File: src/hw/rtl/stcp_pkg.sv
`default_nettype none
// ----------------------------------------------------------------------------
// stcp_pkg: shared types and constants for temperature/pressure compensation
// Coefficient and result records, register indexes, fixed constants and
// helper functions for sign and zero extension and arithmetic shift.
// ----------------------------------------------------------------------------
package stcp_pkg;

	localparam int DataW    = 32;
	localparam int AdcW     = 20;
	localparam int CoefW    = 16;
	localparam int CfgW     = 48;
	localparam int CfgIdxW  = 3;
	localparam int NumRegs  = 4;
	localparam int InDataW  = 24;
	localparam int OutDataW = 64;

	localparam logic [CfgIdxW-1:0] REG_TEMP    = 3'd0;
	localparam logic [CfgIdxW-1:0] REG_PRESS_A = 3'd1;
	localparam logic [CfgIdxW-1:0] REG_PRESS_B = 3'd2;
	localparam logic [CfgIdxW-1:0] REG_PRESS_C = 3'd3;

	localparam logic KIND_TEMP  = 1'b0;
	localparam logic KIND_PRESS = 1'b1;

	localparam logic [DataW-1:0] FINE_OFS    = 32'd64000;
	localparam logic [DataW-1:0] ADC_FULL    = 32'd1048576;
	localparam logic [DataW-1:0] PRESS_SCALE = 32'd3125;
	localparam logic [DataW-1:0] P1_BIAS     = 32'd32768;
	localparam logic [DataW-1:0] TEMP_ROUND  = 32'd128;
	localparam logic [DataW-1:0] TEMP_MUL    = 32'd5;

	typedef struct packed {
		logic [CoefW-1:0] t1;
		logic [CoefW-1:0] t2;
		logic [CoefW-1:0] t3;
		logic [CoefW-1:0] p1;
		logic [CoefW-1:0] p2;
		logic [CoefW-1:0] p3;
		logic [CoefW-1:0] p4;
		logic [CoefW-1:0] p5;
		logic [CoefW-1:0] p6;
		logic [CoefW-1:0] p7;
		logic [CoefW-1:0] p8;
		logic [CoefW-1:0] p9;
	} stcp_coef_t;

	typedef struct packed {
		logic             kind;
		logic [DataW-1:0] temp;
		logic [DataW-1:0] press;
	} stcp_res_t;

	function automatic logic [DataW-1:0] sext16(input logic [CoefW-1:0] f);
		return {{(DataW-CoefW){f[CoefW-1]}}, f};
	endfunction

	function automatic logic [DataW-1:0] zext16(input logic [CoefW-1:0] f);
		return {{(DataW-CoefW){1'b0}}, f};
	endfunction

	function automatic logic [DataW-1:0] sra32(input logic [DataW-1:0] x, input int unsigned n);
		return DataW'($signed(x) >>> n);
	endfunction

endpackage
`default_nettype wire

File: src/hw/rtl/stcp_div.sv
`default_nettype none
// ----------------------------------------------------------------------------
// stcp_div: serial unsigned divider
// Restoring division, one quotient bit per cycle, done pulse after the last.
// ----------------------------------------------------------------------------
module stcp_div
	import stcp_pkg::*;
(
	input  logic             clk,
	input  logic             arst_n,
	input  logic             start,
	input  logic [DataW-1:0] dividend,
	input  logic [DataW-1:0] divisor,
	output logic             done,
	output logic [DataW-1:0] quot
);

	localparam int CntW = $clog2(DataW);
	localparam logic [CntW-1:0] LastCnt = CntW'(DataW - 1);

	logic            busy_q;
	logic            done_q;
	logic [CntW-1:0] cnt_q;
	logic [DataW-1:0] rem_q;
	logic [DataW-1:0] quo_q;
	logic [DataW-1:0] den_q;
	logic [DataW:0]   shifted;
	logic [DataW:0]   diff;

	assign shifted = {rem_q, quo_q[DataW-1]};
	assign diff    = shifted - {1'b0, den_q};

	always_ff @(posedge clk or negedge arst_n) begin
		if (!arst_n) begin
			busy_q <= 1'b0;
			done_q <= 1'b0;
			cnt_q  <= '0;
		end else begin
			done_q <= 1'b0;
			if (start) begin
				busy_q <= 1'b1;
				cnt_q  <= '0;
			end else if (busy_q) begin
				cnt_q <= cnt_q + CntW'(1);
				if (cnt_q == LastCnt) begin
					busy_q <= 1'b0;
					done_q <= 1'b1;
				end
			end
		end
	end

	always_ff @(posedge clk) begin
		if (start) begin
			rem_q <= '0;
			quo_q <= dividend;
			den_q <= divisor;
		end else if (busy_q) begin
			if (!diff[DataW]) begin
				rem_q <= diff[DataW-1:0];
				quo_q <= {quo_q[DataW-2:0], 1'b1};
			end else begin
				rem_q <= shifted[DataW-1:0];
				quo_q <= {quo_q[DataW-2:0], 1'b0};
			end
		end
	end

	assign done = done_q;
	assign quot = quo_q;

endmodule
`default_nettype wire

File: src/hw/rtl/stcp_core.sv
`default_nettype none
// ----------------------------------------------------------------------------
// stcp_core: compensation sequencer
// One shared 32-bit multiplier and a scratch register set stepped by a
// one-hot sequencer; the pressure path hands its division to stcp_div.
// ----------------------------------------------------------------------------
module stcp_core
	import stcp_pkg::*;
(
	input  logic            clk,
	input  logic            arst_n,
	input  logic            start,
	input  logic            req_type,
	input  logic [AdcW-1:0] raw_adc,
	input  stcp_coef_t      coef,
	input  logic            out_free,
	output logic            idle,
	output logic            push,
	output stcp_res_t       res
);

	typedef enum logic [27:0] {
		ST_IDLE = 28'b1 << 0,
		ST_T0   = 28'b1 << 1,
		ST_T1   = 28'b1 << 2,
		ST_T2   = 28'b1 << 3,
		ST_T3   = 28'b1 << 4,
		ST_T4   = 28'b1 << 5,
		ST_T5   = 28'b1 << 6,
		ST_T6   = 28'b1 << 7,
		ST_P0   = 28'b1 << 8,
		ST_P1   = 28'b1 << 9,
		ST_P2   = 28'b1 << 10,
		ST_P3   = 28'b1 << 11,
		ST_P4   = 28'b1 << 12,
		ST_P5   = 28'b1 << 13,
		ST_P6   = 28'b1 << 14,
		ST_P7   = 28'b1 << 15,
		ST_P8   = 28'b1 << 16,
		ST_P9   = 28'b1 << 17,
		ST_P10  = 28'b1 << 18,
		ST_P11  = 28'b1 << 19,
		ST_P12  = 28'b1 << 20,
		ST_P13  = 28'b1 << 21,
		ST_P14  = 28'b1 << 22,
		ST_P15  = 28'b1 << 23,
		ST_P16  = 28'b1 << 24,
		ST_P17  = 28'b1 << 25,
		ST_P18  = 28'b1 << 26,
		ST_DONE = 28'b1 << 27
	} stcp_state_t;

	stcp_state_t state_q, state_d;

	logic [DataW-1:0] fine_q;
	logic [AdcW-1:0]  adc_q;
	logic [DataW-1:0] a_q, b_q, c_q, d_q, e_q, p_q;
	logic             big_q;
	stcp_res_t        res_q;

	logic [DataW-1:0] mul_a, mul_b, mul_y;
	logic [DataW-1:0] adc_x;
	logic             div_start, div_done;
	logic [DataW-1:0] div_dividend, div_quot;

	assign adc_x = {{(DataW-AdcW){1'b0}}, adc_q};
	assign mul_y = mul_a * mul_b;

	assign div_start    = (state_q == ST_P12);
	assign div_dividend = p_q[DataW-1] ? p_q : (p_q << 1);

	stcp_div u_div (
		.clk      (clk),
		.arst_n   (arst_n),
		.start    (div_start),
		.dividend (div_dividend),
		.divisor  (a_q),
		.done     (div_done),
		.quot     (div_quot)
	);

	always_comb begin
		state_d = state_q;
		mul_a   = '0;
		mul_b   = '0;
		unique case (state_q)
			ST_IDLE: if (start) state_d = req_type ? ST_P0 : ST_T0;
			ST_T0:   state_d = ST_T1;
			ST_T1: begin
				mul_a   = a_q;
				mul_b   = sext16(coef.t2);
				state_d = ST_T2;
			end
			ST_T2: begin
				mul_a   = b_q;
				mul_b   = b_q;
				state_d = ST_T3;
			end
			ST_T3: begin
				mul_a   = sra32(p_q, 12);
				mul_b   = sext16(coef.t3);
				state_d = ST_T4;
			end
			ST_T4:   state_d = ST_T5;
			ST_T5: begin
				mul_a   = fine_q;
				mul_b   = TEMP_MUL;
				state_d = ST_T6;
			end
			ST_T6:   state_d = ST_DONE;
			ST_P0:   state_d = ST_P1;
			ST_P1:   state_d = ST_P2;
			ST_P2: begin
				mul_a   = b_q;
				mul_b   = b_q;
				state_d = ST_P3;
			end
			ST_P3: begin
				mul_a   = a_q;
				mul_b   = sext16(coef.p5);
				state_d = ST_P4;
			end
			ST_P4: begin
				mul_a   = c_q;
				mul_b   = sext16(coef.p6);
				state_d = ST_P5;
			end
			ST_P5: begin
				mul_a   = sext16(coef.p3);
				mul_b   = d_q;
				state_d = ST_P6;
			end
			ST_P6: begin
				mul_a   = sext16(coef.p2);
				mul_b   = a_q;
				state_d = ST_P7;
			end
			ST_P7:   state_d = ST_P8;
			ST_P8: begin
				mul_a   = P1_BIAS + a_q;
				mul_b   = zext16(coef.p1);
				state_d = ST_P9;
			end
			ST_P9:   state_d = ST_P10;
			ST_P10:  state_d = (a_q == '0) ? ST_DONE : ST_P11;
			ST_P11: begin
				mul_a   = c_q;
				mul_b   = PRESS_SCALE;
				state_d = ST_P12;
			end
			ST_P12:  state_d = ST_P13;
			ST_P13:  if (div_done) state_d = ST_P14;
			ST_P14: begin
				mul_a   = b_q >> 3;
				mul_b   = b_q >> 3;
				state_d = ST_P15;
			end
			ST_P15: begin
				mul_a   = b_q >> 2;
				mul_b   = sext16(coef.p8);
				state_d = ST_P16;
			end
			ST_P16: begin
				mul_a   = sext16(coef.p9);
				mul_b   = c_q;
				state_d = ST_P17;
			end
			ST_P17:  state_d = ST_P18;
			ST_P18:  state_d = ST_DONE;
			ST_DONE: if (out_free) state_d = ST_IDLE;
			default: state_d = ST_IDLE;
		endcase
	end

	always_ff @(posedge clk or negedge arst_n) begin
		if (!arst_n) begin
			state_q <= ST_IDLE;
			fine_q  <= '0;
		end else begin
			state_q <= state_d;
			if (state_q == ST_T4) fine_q <= a_q + sra32(p_q, 14);
		end
	end

	always_ff @(posedge clk) begin
		p_q <= mul_y;
		unique case (state_q)
			ST_IDLE: begin
				adc_q     <= raw_adc;
				res_q.kind <= req_type;
			end
			ST_T0: begin
				a_q <= (adc_x >> 3) - (zext16(coef.t1) << 1);
				b_q <= (adc_x >> 4) - zext16(coef.t1);
			end
			ST_T2:  a_q <= sra32(p_q, 11);
			ST_T6: begin
				res_q.temp  <= sra32(p_q + TEMP_ROUND, 8);
				res_q.press <= '0;
			end
			ST_P0:  a_q <= sra32(fine_q, 1) - FINE_OFS;
			ST_P1:  b_q <= sra32(a_q, 2);
			ST_P3: begin
				c_q <= sra32(p_q, 11);
				d_q <= sra32(p_q, 13);
			end
			ST_P4:  e_q <= p_q << 1;
			ST_P5:  e_q <= p_q + e_q;
			ST_P6: begin
				e_q <= sra32(e_q, 2) + (sext16(coef.p4) << 16);
				c_q <= sra32(p_q, 3);
			end
			ST_P7:  a_q <= sra32(c_q + sra32(p_q, 1), 18);
			ST_P9:  a_q <= sra32(p_q, 15);
			ST_P10: begin
				c_q         <= (ADC_FULL - adc_x) - sra32(e_q, 12);
				res_q.temp  <= '0;
				res_q.press <= '0;
			end
			ST_P12: big_q <= p_q[DataW-1];
			ST_P13: b_q <= big_q ? (div_quot << 1) : div_quot;
			ST_P15: c_q <= p_q >> 13;
			ST_P16: d_q <= sra32(p_q, 13);
			ST_P17: e_q <= sra32(p_q, 12) + d_q + sext16(coef.p7);
			ST_P18: res_q.press <= b_q + sra32(e_q, 4);
			default: ;
		endcase
	end

	assign idle = (state_q == ST_IDLE);
	assign push = (state_q == ST_DONE) && out_free;
	assign res  = res_q;

endmodule
`default_nettype wire

File: src/hw/rtl/sensor_temp_pressure_compensation.sv
`default_nettype none
// ----------------------------------------------------------------------------
// sensor_temp_pressure_compensation: barometric sensor compensation
// Integer 32-bit temperature and pressure compensation of raw readings.
//
// Channel  Dir  Handshake                 Word
// s_axis   in   s_axis_tvalid/tready      raw reading, tuser = kind
// m_axis   out  m_axis_tvalid/tready      temperature and pressure result
// cfg      in   cfg_valid/cfg_ready       calibration register write
//
// A pressure word takes much longer than a temperature word: the 32-step
// serial divider dominates, and the shared multiplier takes one product per
// cycle. A zero divisor ends a pressure word at ST_P10, before the division.
// Reset clears calibration registers and the stored fine temperature.
// One word is in flight; a waiting result does not block the next accept.
// ----------------------------------------------------------------------------
module sensor_temp_pressure_compensation
	import stcp_pkg::*;
(
	input  logic                 clk,
	input  logic                 arst_n,
	input  logic                 s_axis_tvalid,
	output logic                 s_axis_tready,
	input  logic [InDataW-1:0]   s_axis_tdata,   // [19:0] raw_adc, [23:20] zero
	input  logic                 s_axis_tuser,   // [0] req_type
	output logic                 m_axis_tvalid,
	input  logic                 m_axis_tready,
	output logic [OutDataW-1:0]  m_axis_tdata,   // [31:0] temperature_centi, [63:32] pressure_pa
	output logic                 m_axis_tuser,   // [0] kind
	input  logic                 cfg_valid,
	output logic                 cfg_ready,
	input  logic [CfgIdxW-1:0]   cfg_index,
	input  logic [CfgW-1:0]      cfg_data
);

	logic [CfgW-1:0] cfg_q [NumRegs];
	stcp_coef_t      coef;
	stcp_res_t       core_res;
	stcp_res_t       out_q;
	logic            out_valid_q;
	logic            core_idle, core_push, out_free, start;

	assign cfg_ready = 1'b1;

	always_ff @(posedge clk or negedge arst_n) begin
		if (!arst_n) begin
			for (int i = 0; i < NumRegs; i++) cfg_q[i] <= '0;
		end else if (cfg_valid) begin
			unique case (cfg_index)
				REG_TEMP:    cfg_q[0] <= cfg_data;
				REG_PRESS_A: cfg_q[1] <= cfg_data;
				REG_PRESS_B: cfg_q[2] <= cfg_data;
				REG_PRESS_C: cfg_q[3] <= cfg_data;
				default: ;
			endcase
		end
	end

	assign coef.t1 = cfg_q[0][15:0];
	assign coef.t2 = cfg_q[0][31:16];
	assign coef.t3 = cfg_q[0][47:32];
	assign coef.p1 = cfg_q[1][15:0];
	assign coef.p2 = cfg_q[1][31:16];
	assign coef.p3 = cfg_q[1][47:32];
	assign coef.p4 = cfg_q[2][15:0];
	assign coef.p5 = cfg_q[2][31:16];
	assign coef.p6 = cfg_q[2][47:32];
	assign coef.p7 = cfg_q[3][15:0];
	assign coef.p8 = cfg_q[3][31:16];
	assign coef.p9 = cfg_q[3][47:32];

	assign s_axis_tready = core_idle;
	assign start         = s_axis_tvalid && core_idle;
	assign out_free      = !out_valid_q || m_axis_tready;

	stcp_core u_core (
		.clk      (clk),
		.arst_n   (arst_n),
		.start    (start),
		.req_type (s_axis_tuser),
		.raw_adc  (s_axis_tdata[AdcW-1:0]),
		.coef     (coef),
		.out_free (out_free),
		.idle     (core_idle),
		.push     (core_push),
		.res      (core_res)
	);

	always_ff @(posedge clk or negedge arst_n) begin
		if (!arst_n) begin
			out_valid_q <= 1'b0;
		end else if (core_push) begin
			out_valid_q <= 1'b1;
		end else if (m_axis_tready) begin
			out_valid_q <= 1'b0;
		end
	end

	always_ff @(posedge clk) begin
		if (core_push) out_q <= core_res;
	end

	assign m_axis_tvalid = out_valid_q;
	assign m_axis_tdata  = {out_q.press, out_q.temp};
	assign m_axis_tuser  = out_q.kind;

	a_busy_after_accept: assert property (@(posedge clk) disable iff (!arst_n)
		(s_axis_tvalid && s_axis_tready) |=> !s_axis_tready)
		else $error("input accepted while a word is in flight");

	a_push_needs_room: assert property (@(posedge clk) disable iff (!arst_n)
		core_push |-> (!m_axis_tvalid || m_axis_tready) && !s_axis_tready)
		else $error("result pushed over a waiting result");

	a_temp_no_press: assert property (@(posedge clk) disable iff (!arst_n)
		(m_axis_tvalid && (m_axis_tuser == KIND_TEMP)) |-> (m_axis_tdata[63:32] == '0))
		else $error("temperature result carries a pressure value");

	a_press_no_temp: assert property (@(posedge clk) disable iff (!arst_n)
		(m_axis_tvalid && (m_axis_tuser == KIND_PRESS)) |-> (m_axis_tdata[31:0] == '0))
		else $error("pressure result carries a temperature value");

endmodule
`default_nettype wire
File: config.mk
export PLATFORM = sky130hd
export DESIGN_NAME = sensor_temp_pressure_compensation
export DESIGN_NICKNAME = d
export VERILOG_FILES = /design/src/hw/rtl/stcp_pkg.sv /design/src/hw/rtl/stcp_div.sv /design/src/hw/rtl/stcp_core.sv /design/src/hw/rtl/sensor_temp_pressure_compensation.sv
export SDC_FILE = /design/constraint.sdc
export NUM_CORES = 2
export LEC_CHECK = 0
export BUFFER_PORTS_ARGS = -buffer_cell sky130_fd_sc_hd__clkbuf_2
export CAP_MARGIN = 5
export CORE_ASPECT_RATIO = 0.75
export CORE_UTILIZATION = 35
export DETAILED_ROUTE_END_ITERATION = 8
export PLACE_DENSITY = 0.51
export SETUP_SLACK_MARGIN = 0.2
export SKIP_CTS_REPAIR_TIMING = 1
export SYNTH_ARGS = -nofsm -noshare
export SYNTH_HDL_FRONTEND = slang
export SYNTH_SLANG_ARGS = --single-unit
File: constraint.sdc
create_clock -name clk -period 10.4 [get_ports clk]
set_input_delay 0.52 -clock clk [delete_from_list [all_inputs] [get_ports clk]]
set_output_delay 0.52 -clock clk [all_outputs]
set_load 0.03 [all_outputs]
# == Word-level counts from Yosys, hierarchy flattened ==
# Index checks and enable logic that the tools add are counted.
# word_totals
register_bits,686
in_bits,81
output_inout_bits,68
wordCells,134
# op_classes
add_sub_neg,16
multipliers,1
n_eq_ne,35
mux,30
reduce_logical,25
# op_table
operator,count
$pmux W28 S27,1
$pmux W32 S13,1
$pmux W32 S11,1
$pmux W32 S4,2
$add A32 B32 Y32,6
$mux W32,5
$pmux W32 S5,1
$pmux W32 S2,2
$mux W28,4
$pmux W32 S3,1
$sub A33 B32 Y33,1
$add A16 B32 Y32 const A,1
$add A32 B8 Y32 const B,1
$logic_not A32 Y1,1
$mul A32 B32 Y32,1
$sub A31 B17 Y32 const B,1
$sub A32 B32 Y32,1
$eq A28 B1 Y1 const B,1
$eq A28 B10 Y1 const B,1
$eq A28 B11 Y1 const B,1
$eq A28 B12 Y1 const B,1
$eq A28 B13 Y1 const B,1
$eq A28 B14 Y1 const B,1
$eq A28 B15 Y1 const B,1
45 further kinds,69

# == Logic depth before layout (Yosys ltp) ==
# logic_depth
ltp_word,4
depth_mapped,43
depth_no_buf,37

# == By module ==
# A second synthesis with hierarchy kept.
# hier_totals
hier_cells,5648
area_unflattened_um2,56543.0
# by_module_without_submodules
module,n_inst,cells_each,area_per_inst_um2
stcp_core,1,4647,41526.1
sensor_temp_pressure_compensation,1,479,9211.3
stcp_div,1,522,5805.6

# == Worst setup path after synthesis ==
# No wires, ideal clock.
# synth_path
kind,register to register
start,reg u_core.state_q[8]
end,reg u_core.p_q[30]
arrival_ns,9.518
slack_ns,0.803
path_stages_with_launch,40
path_buffers,6
period_less_slack_ns,9.597
path_cell_list,dfrtp_1 -> nor4_2 -> buf_2 -> and3_1 -> nand4_2 -> inv_2 -> or3_1 -> buf_2 -> buf_2 -> clkbuf_1 -> a2111oi_0 -> clkbuf_1 -> nor2_1 -> fa_1 -> inv_1 -> fa_1 -> inv_1 -> fa_1 -> (+4 left out) -> ha_1 -> fa_1 -> inv_1 -> fa_1 -> inv_1 -> ha_1 -> clkbuf_1 -> a21o_1 -> a21oi_1 -> nor3b_1 -> o21ai_0 -> a21boi_0 -> o2111ai_1 -> nand3_1 -> nand3_1 -> or4_1 -> a2111o_1 -> o211ai_1
# synth_between
elab_chain_len,4
word_cells_on_any_way,20
classes_between,mul (1); eq/ne (14); mux (2); reduce/logical (3)
# synth_rtl
element,line,text
start: declaration,stcp_core.sv:53,"stcp_state_t state_q, state_d;"
start signal: assignment,stcp_core.sv:180,state_q <= state_d;
$eq A28 B11 Y1 (tied with other cells),stcp_core.sv:86,unique case (state_q)
$reduce_or A2 Y1 (no line),-,
$pmux W32 S13 / $pmux W32 S11 (equally long branches),stcp_core.sv:86,
$mul A32 B32 Y32 *,stcp_core.sv:67,assign mul_y = mul_a * mul_b;
via u_core.mul_y[30],stcp_core.sv:61,"logic [DataW-1:0] mul_a, mul_b, mul_y;"
end signal: assignment,stcp_core.sv:186,p_q <= mul_y;
end: declaration,stcp_core.sv:57,"logic [DataW-1:0] a_q, b_q, c_q, d_q, e_q, p_q;"
# Mark *: on every way through the listed nets, which the timed path passes. The rest lies on a longest branch.
# A chain may end at the register's enable or synchronous reset.

# == Worst setup path in the final report ==
# layout_path
start,reg u_core.state_q[9]
end,reg u_core.p_q[31]
# The elaborated chain is that of the path after synthesis.

==> summary.txt <==
Run status
  – Status: finished, final reports clean

Worst setup path
  – Crit path max-delay family: adder cells
  – Worst path max stage delay: 830 ps
  – CP most frequent cell: fa_1
  – Bufs and invs on worst path: 11
  – CP required: 11020 ps
  – Crit path capture type: register
  – Worst endpoint data arrival time: 10460 ps
  – Critical-path top delay cell: or4b_2
  – CP Class: reg2reg
  – Worst-path maximum fanout: 11
  – CP Launch Type: register

Power and ir drop
  – Flop pwr share: 0.411
  – Internal: 5.54 mW
  – Sw frac: 0.339
  – Comb power frac: 0.246
  – Clk pwr share: 0.343
  – Maximum VDD drop: 0.120 mV
  – Pleak: 27.2 nW
  – Power per cell area: 131 nW/um2
  – Net Switching: 2.85 mW

Logic synthesis
  – Synth Instances: 5754
  – Mapped Area: 56400 um2
  – Synth cell count leaders: inv_1, nand2_1, nor2_1
  – Yosys cell types: 97
  – Most numerous cell in the Yosys netlist: inv_1
  – Top FF cell, synth: edfxtp_1
  – Area contributors post-synth: edfxtp_1, fa_1, dfrtp_1
  – Seq/Total Area, Yosys: 0.322
  – Synth Warn #: 0
  – Ys async rst share: 0.388
  – Post-synthesis net count: 6630
  – Average instance area after synthesis: 9.81 um2
  – Number of flops mapped to enable cells by yosys: 346
  – Yosys reg bits: 670
  – Top cell type's share of synthesized area: 0.184
  – Post-synth top area cell: edfxtp_1

Final layout
  – Sequential cell area: 18200 um2
  – Filler cells: 15800
  – P&R area growth vs syn: 13.4%
  – Final instance count without filler cells: 8174
  – Footprint of the multi-input gates: 35300 um2
  – Final Util: 0.400
  – Final Net Count: 6849
  – Layout cells sized above 1: 0.144

Place
  – Detailed Place HPWL: 177000 um
  – Inst Count DP: 7989
  – RePlAce Congestion: 0.951
  – Number of port buffers: 143

Timing
  – Final Hold Viols: 0
  – Final Max Tran Viols: 0
  – Least-Margin Pin Slew: 1140 ps
  – Relative slew slack: 0.235
  – RSZ-0062 raised after global routing: yes
  – Setup TNS: 0 ps
  – FMAX: 102 MHz
  – Final setup viols: 0
  – Crit path time final: 9840 ps
  – Period utilisation layout: 0.946
  – Clock Skew: 33.8 ps

Die
  – IO Pins: 149
  – Die Width: 466 um
  – Num rows: 127
  – Core Region: 160000 um2
  – Initial Util: 0.353
  – Die area: 163000 um2
  – Die height: 350 um

Run
  – Max Cap Viol: 0

Clock network
  – Clock transition at path regs: 70 ps
  – Clk root buf: clkbuf_16
  – Total CTS buffers: 77
  – # clock sinks: 670
  – Deepest clock path buffer count: 3
  – Level count of the clock H-tree: 3
  – Clk_lat worst skew: 690 ps
  – CTS tree: built

Detailed routing
  – Routed vias: 47100
  – Final WL: 229000 um
  – Drt drc: 0
  – Avg WL per Cell: 28.1 um
  – Drt initial violations: 6011
  – Routed vias/inst: 5.76
  – Number of routed nets with antenna violations: 0
  – Pre-antenna DRT Iters: 7

Global route
  – Pin count of the biggest net entering global routing: 86
  – First-pass GRT wire length: 326000 um
  – Vias in the first global route: 44600
  – Grt ovf: 0
  – Total track usage: 0.278
  – Initial antenna violation count: 21

Min path
  – Hold crit path type: in2reg
kinds of logic (layout without fill, tap and decap cells):
kind of cell	Yosys count	count (layout)	share of synthesized area
flip-flops	670	670	0.322
AO/OA/AOI/OAI	1197	1197	0.144
adder cells (fa/ha/maj)	795	795	0.232
XOR/XNOR	330	330	0.0524
AND/OR/NAND/NOR	1618	1618	0.135
multiplexers	274	274	0.0529
other	1	13	0.0000665
buffers and inverters	869	1149	0.0608
layout make-up:
cell class | count | share of cell area
Antenna cell | 12 | 0.000469
Clock buffer | 91 | 0.0319
Clock inverter | 49 | 0.00796
Inverter | 588 | 0.0346
Multi-Input combinational cell | 4215 | 0.552
Sequential cell | 670 | 0.284
Tap cell | 2128 | 0.0416
Timing Repair Buffer | 421 | 0.0475
stage by stage:
stage | power, mW | setup slack (ps) | area [um2] | hold slack (ps)
3_3_place_gp | 5.42 | 334 | 60900 | 403
2_1_floorplan | 4.59 | 803 | 56400 | 224
5_1_grt | 8.67 | 190 | 64000 | 1.81
4_1_cts | 8.32 | 323 | 63400 | -166
3_5_place_dp | 5.44 | 364 | 60900 | 405
6_report | 8.38 | 561 | 64000 | 17.2
worst register-to-register path, delay by kind of cell, from the launching register on:
family / cells / cell delay, ps
DFF: 1 / 480
and+or+nand+nor: 8 / 1790
adders and majority gates: 9 / 4420
AOI/OAI and AO/OA: 7 / 1480
xor gates and xnor gates: 1 / 130
buffers and inverters: 11 / 1450
per-layer routing:
| layer | global-route usage | routed length, um | vias up |
|---|---|---|---|
| met5 | 0 | 9 | - |
| met4 | 0.0845 | 7500 | 2 |
| met3 | 0.0635 | 23900 | 324 |
| met2 | 0.388 | 92500 | 2335 |
| met1 | 0.419 | 105000 | 23800 |
| li1 | - | - | 20600 |
sequential cells by signal, indices dropped and copies added, names as in the netlist, 19 cells and up:
register            count
u_core.p_q             32
u_core.u_div.den_q     32
m_axis_tdata           56
u_core.state_q         28
u_core.u_div.rem_q     32
u_core.d_q             19
u_core.b_q             32
u_core.u_div.quot      32
u_core.res             57
u_core.fine_q          32
u_core.a_q             32
u_core.c_q             32
cfg_q                 192
u_core.e_q             32
u_core.adc_q           20
final timing paths:
check,from,end,slack [ps],cells past startpoint
worst max-delay path,u_core.state_q[9],u_core.p_q[31],560,36
worst min-delay path,s_axis_tdata[8],u_core.adc_q[8],20,1
worst max register to register,u_core.state_q[9],u_core.p_q[31],560,36
worst min register to register,u_core.res[1],m_axis_tdata[33],410,0
max in group asynchronous,arst_n,u_core.state_q[8],8430,3
min in group asynchronous,arst_n,cfg_q[132],420,2
cell usage in the layout (no fill, tap or decap), types with 25 or more instances in the layout:
cell type,count
a22oi_1,66
fa_1,417
inv_1,582
nand3_1,108
o21bai_1,29
and2_1,38
clkbuf_2,142
buf_4,251
xnor2_1,223
a22o_1,50
dfxtp_1,63
a21oi_1,272
nor3_1,65
nor2_1,494
dfrtp_1,257
ha_1,378
a21boi_0,25
or3_1,28
a31oi_1,38
mux2_2,193
edfxtp_1,346
o21ai_0,285
a211oi_1,31
mux2i_1,81
nand2b_1,55
a21o_1,98
clkbuf_16,78
a222oi_1,84
nand4_1,28
and3_1,41
nand2_1,538
xor2_1,102
o21a_1,28
or2_2,25
nor2b_1,58
power by group through the flow:
stage	Sequential (mW)	Combinational, mW	Clock [mW]
floorplan	3.32	1.28	0
global placement	3.47	1.95	0
detailed placement	3.47	1.97	0
CTS	3.42	1.98	2.92
global route	3.45	2.21	3.01
finish	3.44	2.07	2.88
(Power assumes the default switching activity.)
